**src/hw/rtl/mpic_pkg.sv**
```systemverilog
package mpic_pkg;

  // Field widths
  parameter int unsigned AddrW    = 64;
  parameter int unsigned SysW     = 16;
  parameter int unsigned CountW   = 64;
  parameter int unsigned HitW     = 32;
  parameter int unsigned LimitW   = 31;
  parameter int unsigned CfgDataW = 64;
  parameter int unsigned CfgIdxW  = 3;

  // Default depth of the queues between the stages
  parameter int unsigned QueueDepthDefault = 2;

  // Syscall numbers that gate tracking
  parameter logic [SysW-1:0] SyscallStart = 16'd888;
  parameter logic [SysW-1:0] SyscallStop  = 16'd889;

  // Phase code after the last marker has fired
  parameter logic [1:0] PhaseDone = 2'd3;

  // Configuration register indexes
  typedef enum logic [CfgIdxW-1:0] {
    CFG_MARKER0 = 3'd0,
    CFG_MARKER1 = 3'd1,
    CFG_MARKER2 = 3'd2,
    CFG_LIMIT0  = 3'd3,
    CFG_LIMIT1  = 3'd4,
    CFG_LIMIT2  = 3'd5
  } cfg_idx_e;

  // Classified operation handed from front to back
  typedef enum logic [2:0] {
    OP_NONE  = 3'd0,
    OP_START = 3'd1,
    OP_STOP  = 3'd2,
    OP_INSTR = 3'd3,
    OP_HIT0  = 3'd4,
    OP_HIT1  = 3'd5,
    OP_HIT2  = 3'd6
  } op_e;

  typedef struct packed {
    logic              command;
    logic [AddrW-1:0]  instruction_address;
    logic [SysW-1:0]   syscall_number;
  } item_t;

  typedef struct packed {
    logic [1:0]        marker_fired;
    logic [CountW-1:0] instructions_counted;
    logic [1:0]        phase_now;
    logic              tracking_on;
  } result_t;

  typedef struct packed {
    logic                we;
    logic [CfgIdxW-1:0]  idx;
    logic [CfgDataW-1:0] data;
  } cfg_wr_t;

endpackage

```
**src/hw/rtl/mpic_fifo.sv**
```systemverilog
module mpic_fifo #(
  parameter int unsigned Depth = 2,
  parameter int unsigned Width = 8
) (
  input  logic             clk_i,
  input  logic             rst_ni,
  input  logic             wr_valid_i,
  input  logic [Width-1:0] wr_data_i,
  output logic             full_o,
  input  logic             rd_ready_i,
  output logic [Width-1:0] rd_data_o,
  output logic             empty_o
);

  localparam int unsigned PtrW = (Depth > 1) ? $clog2(Depth) : 1;
  localparam int unsigned CntW = $clog2(Depth + 1);

  logic [Width-1:0] mem_q [Depth];
  logic [PtrW-1:0]  wr_ptr_q, wr_ptr_d;
  logic [PtrW-1:0]  rd_ptr_q, rd_ptr_d;
  logic [CntW-1:0]  cnt_q, cnt_d;
  logic             do_wr, do_rd;

  assign full_o    = (cnt_q == CntW'(Depth));
  assign empty_o   = (cnt_q == '0);
  assign do_wr     = wr_valid_i && !full_o;
  assign do_rd     = rd_ready_i && !empty_o;
  assign rd_data_o = mem_q[rd_ptr_q];

  // Advance pointers with wrap at the depth
  always_comb begin
    wr_ptr_d = wr_ptr_q;
    rd_ptr_d = rd_ptr_q;
    cnt_d    = cnt_q;
    if (do_wr) begin
      wr_ptr_d = (wr_ptr_q == PtrW'(Depth - 1)) ? '0 : wr_ptr_q + PtrW'(1);
    end
    if (do_rd) begin
      rd_ptr_d = (rd_ptr_q == PtrW'(Depth - 1)) ? '0 : rd_ptr_q + PtrW'(1);
    end
    if (do_wr && !do_rd) begin
      cnt_d = cnt_q + CntW'(1);
    end else if (!do_wr && do_rd) begin
      cnt_d = cnt_q - CntW'(1);
    end
  end

  always_ff @(posedge clk_i or negedge rst_ni) begin
    if (!rst_ni) begin
      wr_ptr_q <= '0;
      rd_ptr_q <= '0;
      cnt_q    <= '0;
    end else begin
      wr_ptr_q <= wr_ptr_d;
      rd_ptr_q <= rd_ptr_d;
      cnt_q    <= cnt_d;
    end
  end

  // Store the incoming word
  always_ff @(posedge clk_i) begin
    if (do_wr) begin
      mem_q[wr_ptr_q] <= wr_data_i;
    end
  end

endmodule

```
**src/hw/rtl/mpic_front.sv**
```systemverilog
module mpic_front (
  input  logic              clk_i,
  input  logic              rst_ni,
  input  mpic_pkg::cfg_wr_t cfg_i,
  input  logic              push_i,
  input  mpic_pkg::item_t   item_i,
  input  logic              q_full_i,
  output logic              q_wr_o,
  output mpic_pkg::op_e     q_op_o
);

  import mpic_pkg::*;

  logic [AddrW-1:0] marker_q [3];

  // Hold the marker addresses
  always_ff @(posedge clk_i or negedge rst_ni) begin
    if (!rst_ni) begin
      marker_q[0] <= '0;
      marker_q[1] <= '0;
      marker_q[2] <= '0;
    end else if (cfg_i.we) begin
      case (cfg_i.idx)
        CFG_MARKER0: marker_q[0] <= cfg_i.data;
        CFG_MARKER1: marker_q[1] <= cfg_i.data;
        CFG_MARKER2: marker_q[2] <= cfg_i.data;
        default: ;
      endcase
    end
  end

  // Classify the word; marker 0 wins over 1, 1 over 2
  always_comb begin
    q_op_o = OP_NONE;
    if (item_i.command) begin
      if (item_i.syscall_number == SyscallStart) begin
        q_op_o = OP_START;
      end else if (item_i.syscall_number == SyscallStop) begin
        q_op_o = OP_STOP;
      end
    end else if (item_i.instruction_address != '0) begin
      if (item_i.instruction_address == marker_q[0]) begin
        q_op_o = OP_HIT0;
      end else if (item_i.instruction_address == marker_q[1]) begin
        q_op_o = OP_HIT1;
      end else if (item_i.instruction_address == marker_q[2]) begin
        q_op_o = OP_HIT2;
      end else begin
        q_op_o = OP_INSTR;
      end
    end
  end

  assign q_wr_o = push_i && !q_full_i;

endmodule

```
**src/hw/rtl/mpic_back.sv**
```systemverilog
module mpic_back (
  input  logic              clk_i,
  input  logic              rst_ni,
  input  mpic_pkg::cfg_wr_t cfg_i,
  input  logic              q_empty_i,
  input  mpic_pkg::op_e     q_op_i,
  output logic              q_rd_o,
  input  logic              res_full_i,
  output logic              res_wr_o,
  output mpic_pkg::result_t res_o
);

  import mpic_pkg::*;

  logic [LimitW-1:0] limit_q [3];
  logic [HitW-1:0]   hit_q [3];
  logic [HitW-1:0]   hit_d [3];
  logic [CountW-1:0] cnt_q, cnt_d;
  logic [1:0]        phase_q, phase_d;
  logic              trk_q, trk_d;
  logic [1:0]        m;
  logic              is_hit;
  logic              is_instr;
  logic [HitW-1:0]   hit_new;
  logic [1:0]        fired;
  logic [CountW-1:0] report;

  assign q_rd_o   = !q_empty_i && !res_full_i;
  assign res_wr_o = q_rd_o;

  // Decode the marker index of a hit
  always_comb begin
    m        = 2'd0;
    is_hit   = 1'b0;
    is_instr = 1'b0;
    case (q_op_i)
      OP_INSTR: is_instr = 1'b1;
      OP_HIT0: begin
        is_instr = 1'b1;
        is_hit   = 1'b1;
        m        = 2'd0;
      end
      OP_HIT1: begin
        is_instr = 1'b1;
        is_hit   = 1'b1;
        m        = 2'd1;
      end
      OP_HIT2: begin
        is_instr = 1'b1;
        is_hit   = 1'b1;
        m        = 2'd2;
      end
      default: ;
    endcase
  end

  // Execute one word against the tracking state
  always_comb begin
    trk_d   = trk_q;
    phase_d = phase_q;
    cnt_d   = cnt_q;
    hit_d   = hit_q;
    fired   = 2'd0;
    report  = '0;
    hit_new = hit_q[m] + HitW'(1);
    if (q_rd_o) begin
      if (q_op_i == OP_START) begin
        trk_d = 1'b1;
      end else if (q_op_i == OP_STOP) begin
        trk_d = 1'b0;
      end
      if (is_instr && trk_q && (phase_q != PhaseDone)) begin
        cnt_d = cnt_q + CountW'(1);
      end
      if (is_hit && trk_q && (phase_q == m)) begin
        hit_d[m] = hit_new;
        if (hit_new >= {1'b0, limit_q[m]}) begin
          report  = cnt_d;
          fired   = m + 2'd1;
          phase_d = m + 2'd1;
          if (m != 2'd2) begin
            cnt_d = '0;
          end
        end
      end
    end
  end

  assign res_o.marker_fired         = fired;
  assign res_o.instructions_counted = report;
  assign res_o.phase_now            = phase_d;
  assign res_o.tracking_on          = trk_d;

  always_ff @(posedge clk_i or negedge rst_ni) begin
    if (!rst_ni) begin
      trk_q   <= 1'b0;
      phase_q <= 2'd0;
      cnt_q   <= '0;
      hit_q   <= '{default: '0};
    end else begin
      trk_q   <= trk_d;
      phase_q <= phase_d;
      cnt_q   <= cnt_d;
      hit_q   <= hit_d;
    end
  end

  // Hold the hit limits
  always_ff @(posedge clk_i or negedge rst_ni) begin
    if (!rst_ni) begin
      limit_q <= '{default: '0};
    end else if (cfg_i.we) begin
      case (cfg_i.idx)
        CFG_LIMIT0: limit_q[0] <= cfg_i.data[LimitW-1:0];
        CFG_LIMIT1: limit_q[1] <= cfg_i.data[LimitW-1:0];
        CFG_LIMIT2: limit_q[2] <= cfg_i.data[LimitW-1:0];
        default: ;
      endcase
    end
  end

endmodule

```
**src/hw/rtl/marker_phase_instruction_counter.sv**
```systemverilog
// Trace-trigger sequencer for retired-instruction and syscall words. It takes one
// word per cycle while its classify queue has room and returns one result word
// per input word, in order; a result becomes visible once its word has passed the
// classify queue and then the result queue. The front compares the address with
// the three markers, the back updates the 64-bit instruction counter, hit counts
// and phase with one registered update per word, so the sustained rate is one
// word per cycle as long as results are popped. Configure only while idle.
module marker_phase_instruction_counter #(
  parameter int unsigned QueueDepth = mpic_pkg::QueueDepthDefault
) (
  input  logic                           clk_i,
  input  logic                           rst_ni,
  input  logic                           cfg_we_i,
  input  logic [mpic_pkg::CfgIdxW-1:0]   cfg_index_i,
  input  logic [mpic_pkg::CfgDataW-1:0]  cfg_data_i,
  input  logic                           push,
  output logic                           full,
  input  mpic_pkg::item_t                item_i,
  output logic                           empty,
  input  logic                           pop,
  output mpic_pkg::result_t              result_o
);

  import mpic_pkg::*;

  localparam int unsigned OpW  = $bits(op_e);
  localparam int unsigned ResW = $bits(result_t);

  cfg_wr_t         cfg;
  logic            iq_wr, iq_full, iq_empty, iq_rd;
  op_e             front_op;
  logic [OpW-1:0]  iq_data;
  logic            oq_wr, oq_full;
  result_t         back_res;
  logic [ResW-1:0] oq_data;

  assign cfg.we   = cfg_we_i;
  assign cfg.idx  = cfg_index_i;
  assign cfg.data = cfg_data_i;

  // Accept and classify
  mpic_front u_front (
    .clk_i   (clk_i),
    .rst_ni  (rst_ni),
    .cfg_i   (cfg),
    .push_i  (push),
    .item_i  (item_i),
    .q_full_i(iq_full),
    .q_wr_o  (iq_wr),
    .q_op_o  (front_op)
  );

  assign full = iq_full;

  // Decouple front from back
  mpic_fifo #(
    .Depth(QueueDepth),
    .Width(OpW)
  ) u_op_q (
    .clk_i     (clk_i),
    .rst_ni    (rst_ni),
    .wr_valid_i(iq_wr),
    .wr_data_i (front_op),
    .full_o    (iq_full),
    .rd_ready_i(iq_rd),
    .rd_data_o (iq_data),
    .empty_o   (iq_empty)
  );

  // Execute against the phase state
  mpic_back u_back (
    .clk_i     (clk_i),
    .rst_ni    (rst_ni),
    .cfg_i     (cfg),
    .q_empty_i (iq_empty),
    .q_op_i    (op_e'(iq_data)),
    .q_rd_o    (iq_rd),
    .res_full_i(oq_full),
    .res_wr_o  (oq_wr),
    .res_o     (back_res)
  );

  // Hold results until popped
  mpic_fifo #(
    .Depth(QueueDepth),
    .Width(ResW)
  ) u_res_q (
    .clk_i     (clk_i),
    .rst_ni    (rst_ni),
    .wr_valid_i(oq_wr),
    .wr_data_i (back_res),
    .full_o    (oq_full),
    .rd_ready_i(pop),
    .rd_data_o (oq_data),
    .empty_o   (empty)
  );

  assign result_o = result_t'(oq_data);

  // Back never writes a full result queue
  a_no_overrun: assert property (@(posedge clk_i) disable iff (!rst_ni)
    oq_wr |-> !oq_full)
    else $error("result queue written while full");

  // A word pushed into an idle block shows a result once it has passed the op queue and the result queue
  a_latency: assert property (@(posedge clk_i) disable iff (!rst_ni)
    (push && !full && iq_empty && empty) |=> ##1 !empty)
    else $error("result missing after push into idle block");

  // A fired marker leaves the phase right after it
  a_fire_phase: assert property (@(posedge clk_i) disable iff (!rst_ni)
    (!empty && (result_o.marker_fired != 2'd0)) |->
      (result_o.phase_now == result_o.marker_fired))
    else $error("fired marker and phase disagree");

  // No count is reported without a firing
  a_quiet_count: assert property (@(posedge clk_i) disable iff (!rst_ni)
    (!empty && (result_o.marker_fired == 2'd0)) |->
      (result_o.instructions_counted == '0))
    else $error("count reported without a firing");

endmodule

```
**config.mk**
```make
export PLATFORM = sky130hd
export DESIGN_NAME = marker_phase_instruction_counter
export DESIGN_NICKNAME = d
export VERILOG_FILES = /design/src/hw/rtl/mpic_pkg.sv /design/src/hw/rtl/mpic_fifo.sv /design/src/hw/rtl/mpic_front.sv /design/src/hw/rtl/mpic_back.sv /design/src/hw/rtl/marker_phase_instruction_counter.sv
export SDC_FILE = /design/constraint.sdc
export NUM_CORES = 1
export LEC_CHECK = 0
export BUFFER_PORTS_ARGS = -buffer_cell sky130_fd_sc_hd__buf_2
export CORE_MARGIN = 1.5
export CORE_UTILIZATION = 61
export CTS_CLUSTER_DIAMETER = 200
export DETAILED_ROUTE_END_ITERATION = 12
export GPL_TIMING_DRIVEN = 0
export PLACE_DENSITY = 0.9
export SETUP_SLACK_MARGIN = 0.4
export SLEW_MARGIN = 20
export SYNTH_ARGS = -nofsm -noshare
export SYNTH_HDL_FRONTEND = slang
export SYNTH_SLANG_ARGS = --single-unit
```
**constraint.sdc**
```tcl
create_clock -name clk_i -period 15.13 [get_ports clk_i]
set_input_delay 0 -clock clk_i [delete_from_list [all_inputs] [get_ports clk_i]]
set_output_delay 0 -clock clk_i [all_outputs]
set_load 0.01 [all_outputs]
```
==> Yosys cells after proc, flatten, opt, wreduce, memory -nomap -nowiden <==
Memories as Yosys holds them, arrays and structs flattened.
Index checks and enable logic that the tools add are counted.
{ "op_classes": {"addsub": 11, "multipliers": 0, "div_mod_pow": 0, "order_cmp": 3, "n_eq_ne": 21, "shift": 0, "mux": 47, "bitwise": 1, "n_reduce_logical": 38} }
{ "op_table": {"columns": ["op", "n"], "rows": [
  ["2-to-1 mux 64 bit", 7],
  ["equality test 64 bit", 3],
  ["bitwise mux 96 bit", 1],
  ["2-to-1 mux 32 bit", 3],
  ["adder 64 x 1 -> 64 bit, second input constant", 1],
  ["binary-select mux 32 bit (select 2 bit)", 1],
  ["demux 32 bit (select 2 bit)", 1],
  ["nonzero test 64 bit", 1],
  ["binary-select mux 31 bit (select 2 bit)", 1],
  ["2-to-1 mux 31 bit", 2],
  ["adder 32 x 1 -> 32 bit, second input constant", 1],
  ["equality test 16 x 10 -> 1 bit, second input constant", 2],
  [">= comparator 32 x 31 -> 1 bit", 1],
  ["2-to-1 mux 2 bit", 11],
  ["2-to-1 mux 3 bit", 6],
  ["equality test 3 bit, second input constant", 5],
  ["logical AND 1 bit", 15],
  ["AND reduction 2 bit", 7],
  ["2-to-1 mux 1 bit", 13],
  ["equality test 3 x 2 -> 1 bit, second input constant", 4],
  ["logical NOT 1 bit", 8],
  ["adder 2 x 1 -> 2 bit, second input constant", 3],
  ["equality test 3 x 1 -> 1 bit, second input constant", 2],
  ["adder 1 bit, second input constant", 4],
  ["other kinds (13)", 18]
]} }
{ "totals": {"ff_bits": 456, "latchBits": 0, "ramBits": 144, "romBits": 0, "inputBits": 153, "output_inout_bits": 71, "wordCells": 141, "n_memories": 2} }
{ "memory_table": {"columns": ["name", "words", "word_bits", "rd", "rd_clocked_by_memory_dff", "write_ports", "line_no", "text"], "rows": [
  ["u_res_q.mem_q", 2, 69, 1, 0, 1, "mpic_fifo.sv:18", "logic [Width-1:0] mem_q [Depth];"],
  ["u_op_q.mem_q", 2, 3, 1, 0, 1, "mpic_fifo.sv:18", null]
]} }

==> Logic depth before layout (Yosys ltp) <==
An unclocked memory read counts as a cell.
{ "depth": {"depth_word": 12, "mapped_depth": 37, "mapped_depth_nobuf": 23} }

==> By module <==
A second synthesis with hierarchy kept.
{ "hier_totals": {"cells_unflattened": 2552, "area_unflattened_um2": 29996.3} }
{ "modules_own_cells": {"columns": ["module", "n_inst", "cells_per_inst", "area_per_inst_um2", "seq_area_each_um2"], "rows": [
  ["mpic_back", 1, 1591, 14649.0, 6406.1],
  ["mpic_front", 1, 699, 9409.0, 4804.6],
  ["mpic_fifo at u_res_q", 1, 234, 5527.8, 4244.1],
  ["mpic_fifo at u_op_q", 1, 28, 410.4, 280.3]
]} }

==> Worst setup path after synthesis <==
Ideal clock, no wire load.
{ "synth_path": {"kind": "reg2reg", "startpoint": "register u_op_q.rd_ptr_q", "endpoint": "memory u_res_q.mem_q[0][19] (netlist name), data pin", "setup_time_ns": 0.274, "arrival_ns": 7.796, "t_required_ns": 14.856, "path_slack_ns": 7.060, "path_stages_with_launch": 36, "path_buffers": 14, "period_less_slack_ns": 8.070, "cell_sequence": "dfrtp_1 -> buf_6 -> mux2i_2 -> nor3_4 -> inv_2 -> buf_6 -> buf_2 -> clkbuf_1 -> buf_1 -> clkbuf_1 -> ha_1 -> a21o_1 -> buf_2 -> buf_2 -> buf_1 -> clkbuf_1 -> clkbuf_1 -> nor2_1 -> a31oi_1 -> ha_1 -> clkbuf_1 -> inv_1 -> a21o_1 -> nor4b_2 -> xor2_1 -> inv_1 -> ha_1 -> o21ai_0 -> nor2_1 -> a2111oi_0 -> nand3_1 -> o32a_1 -> o31ai_2 -> buf_2 -> clkbuf_1 -> a21oi_1"} }
{ "synth_rtl": {"columns": ["element", "line_no", "text"], "rows": [
  ["from (decl)", "mpic_fifo.sv:20", "logic [PtrW-1:0] rd_ptr_q, rd_ptr_d;"],
  ["from (signal assigned)", "mpic_fifo.sv:55", "rd_ptr_q <= rd_ptr_d;"],
  ["to (decl)", "mpic_fifo.sv:18", null]
]} }

==> flow_summary.yaml <==
status:
  status: "complete, but fails checks"
  violations: "negative hold slack"
floorplan:
  design.core.area_mm2: 0.0490
  die_area_mm2: 0.0510
  ios: 224
  rows: 81
  start_util: 0.619
  die_w_um: 226
  die_h_um: 226
timing:
  drv_slew: 0
  hold_violations: 4
  worst_pin_slew_ns: 1.04
  fin_crit_ns: 12.44
  setup-tns-final_ns: 0
  rsz0062_at_grt: "no"
  period_share: 0.823
  fin_skew_ns: 0.0186
  max_freq_mhz: 80.4
  max_slew_margin: 0.301
  fin_ws_ns: 2.69
  finalSetupViolCount: 0
  whs_ns: -0.0309
synthesis:
  synth.most_common_cell: "dfrtp_1"
  synthTopCellsByArea: "dfrtp_1 38%, mux2_2 15%, edfxtp_1 14%, xor2_1 4.7%, xnor2_1 4.6%"
  ys_ff_latch: 600
  synth.distinct_cells: 87
  synthArstFlopShare: 0.760
  synth_edf_count: 144
  synth_top_flop_cell: "dfrtp_1"
  synth_area_leader_cell: "dfrtp_1"
  syn_area_mm2: 0.0303
  yosys_warnings: 0
  synth_top_area_frac: 0.377
  synthTopCellsByCount: "456 x dfrtp_1, 393 x mux2_2, 295 x nand2_1"
  syn_avg_cell_area_um2: 11.3
  synth_nets: 2875
  synthCells: 2683
  yosysSeqAreaShare: 0.519
critical_path:
  r2r_end: "u_res_q.mem_q[0][19]$_DFFE_PP_"
  cp.required_ns: 15.44
  crit_slowest_cell: "clkbuf_1"
  startpoint_type: "flop"
  cpMostUsedCell: "clkbuf_1"
  critPathMaxFanout: 12
  r2r-start: "u_op_q.rd_ptr_q$_DFFE_PN0P_"
  crit_path_end_kind: "flop"
  worstSetupPathType: "reg2reg"
  max_stage_delay_ns: 0.70
  crit_arrival_ns: 12.75
  r2r_cells: 35
  regToRegSetupSlack_ns: 2.69
clock_network:
  clk_pin_slew_ns: 0.06
  cts_resized: 0
  cts.sinks: 600
  clockBufferDepth: 3
  cts_max_level: 2
  numCtsBuffers: 60
  cts_tree: "built"
  root_buffer: "clkbuf_16"
  cts_setup_buffers: 0
  clk-insertion-delay-late_ns: 0.65
  ctsHoldBuffers: 78
hold_path:
  hp-class: "in2reg"
  hp-start: "item_i[80]"
  hold-path-cell-count: 4
  hold_end: "u_op_q.mem_q[1][2]$_DFFE_PP_"
placement:
  post-dp-hpwl_um: 65600
  placedCellCount: 3578
  pre_cts_ws_ns: 3.11
  gp_congestion: 1.01
  io_buffers: 223
global_routing:
  antenna_found_initial: 4
  grt_max_degree: 108
  grt_pass1_wl_um: 145000
  grt_usage: 0.375
  grt-ovfl-total: 0
  grt_pass1_vias: 24900
power_and_ir_drop:
  total_power_mw: 5.77
  p_per_area_mw_per_mm2: 164
  leakagePower_nw: 14.1
  ir_drop_mv: 0.121
routing:
  drt-total-wl_um: 96000
  vias: 24500
  firstDrtPassIters: 6
  drt-initial-drc-count: 3023
  vias_per_cell: 6.51
  wl_per_cell_um: 25.5
  ant_nets: 0
  drcViolationCount: 0
flow_run:
  cap_violations: 0
layout:
  area.growth.synth_to_final_pct: 16.0
  nNetsFinal: 3246
  layout-drive-gt1-share: 0.248
  finalNonFillerCells: 3770
-- stage by stage --
| stage | util | cell area (um^2) |
|---|---|---|
| 5_1_grt | 0.718 | 35200 |
| 6_report | 0.718 | 35200 |
| 4_1_cts | 0.718 | 35100 |
| 3_3_place_gp | 0.659 | 32200 |
| 2_1_floorplan | - | 30300 |
| 3_5_place_dp | 0.663 | 32500 |
-- metal layers --
metal,wire [um],share of wire,up-vias,global-route usage
li1,-,-,10400,-
met1,34700,0.36,12000,0.469
met2,45100,0.47,1725,0.602
met3,10100,0.10,413,0.0779
met4,6060,0.063,0,0.221
met5,0,0,-,0
-- layout by cell type (no fill, tap or decap), types with 7 or more instances in the layout --
| cell | instances |
|---|---|
| dlygate4sd3_1 | 77 |
| clkinv_2 | 10 |
| nor2_1 | 196 |
| o21a_1 | 7 |
| or3_1 | 35 |
| xnor2_1 | 158 |
| o31ai_1 | 11 |
| o21ai_1 | 16 |
| clkbuf_16 | 60 |
| nand2_1 | 295 |
| dfrtp_1 | 456 |
| mux2_2 | 393 |
| ha_1 | 39 |
| nand4_1 | 63 |
| nor3_1 | 36 |
| buf_2 | 244 |
| xor2_1 | 163 |
| inv_1 | 35 |
| edfxtp_1 | 144 |
| nand3_1 | 55 |
| a31oi_1 | 23 |
| buf_1 | 16 |
| o21ai_0 | 88 |
| and4_1 | 11 |
| clkbuf_1 | 96 |
| a211oi_1 | 8 |
| nor4_1 | 71 |
| a21oi_1 | 116 |
| and3_1 | 21 |
| buf_16 | 7 |
-- where the power goes --
part | internal, mW | switching [mW] | leakage [nW]
Clock | 0.809 | 0.656 | 0.919
Sequential | 2.16 | 0.274 | 7.06
Combinational | 0.749 | 1.13 | 6.16
-- final cells by class --
class                      count  area, um^2
inverter                      36         135
timing repair buffer         309        2130
antenna                        4        10.0
tap                          664         831
clock inverter                25         235
multi-input combinational   1928       13900
clock buffer                  85        1650
buffer                       119         508
fill                        3241       13800
sequential                   600       15700
-- worst max-delay path, delay by kind of cell (launching register included) --
kind,cells,cell delay (ns)
simple gates,5,0.75
compound gates,8,2.61
xor+xnor,1,0.38
flops,1,0.37
mux,1,0.42
buf+inv,17,6.57
fa+ha+maj,3,0.99
-- registers in the layout, indices dropped and copies added (netlist names), 2 cells and up --
signal and count:
u_back.hit_q 96, u_op_q.cnt_q 2, u_front.marker_q 192, u_back.phase_q 2, u_back.cnt_q 64, u_back.limit_q 93
u_res_q.mem_q 138, u_res_q.cnt_q 2, u_op_q.mem_q 6
-- worst max path at each step --
stage / startpoint / endpoint / depth (start not counted)
floorplan: u_op_q.rd_ptr_q$_DFFE_PN0P_ / u_res_q.mem_q[0][19]$_DFFE_PP_ / 35
global placement: u_op_q.rd_ptr_q$_DFFE_PN0P_ / u_res_q.mem_q[0][19]$_DFFE_PP_ / 35
detailed placement: u_op_q.rd_ptr_q$_DFFE_PN0P_ / u_res_q.mem_q[0][19]$_DFFE_PP_ / 35
CTS: u_op_q.rd_ptr_q$_DFFE_PN0P_ / u_res_q.mem_q[0][19]$_DFFE_PP_ / 35
global route: u_op_q.rd_ptr_q$_DFFE_PN0P_ / u_res_q.mem_q[0][19]$_DFFE_PP_ / 35
finish: u_op_q.rd_ptr_q$_DFFE_PN0P_ / u_res_q.mem_q[0][19]$_DFFE_PP_ / 35
-- cells by family after synthesis --
| group | count (synthesis) | share of synthesized area |
|---|---|---|
| xor+xnor | 321 | 0.0928 |
| simple gates | 826 | 0.130 |
| buf+inv | 155 | 0.0212 |
| fa+ha+maj | 39 | 0.0161 |
| mux | 403 | 0.150 |
| flops | 600 | 0.519 |
| compound gates | 339 | 0.0696 |
(Power assumes the default switching activity.)
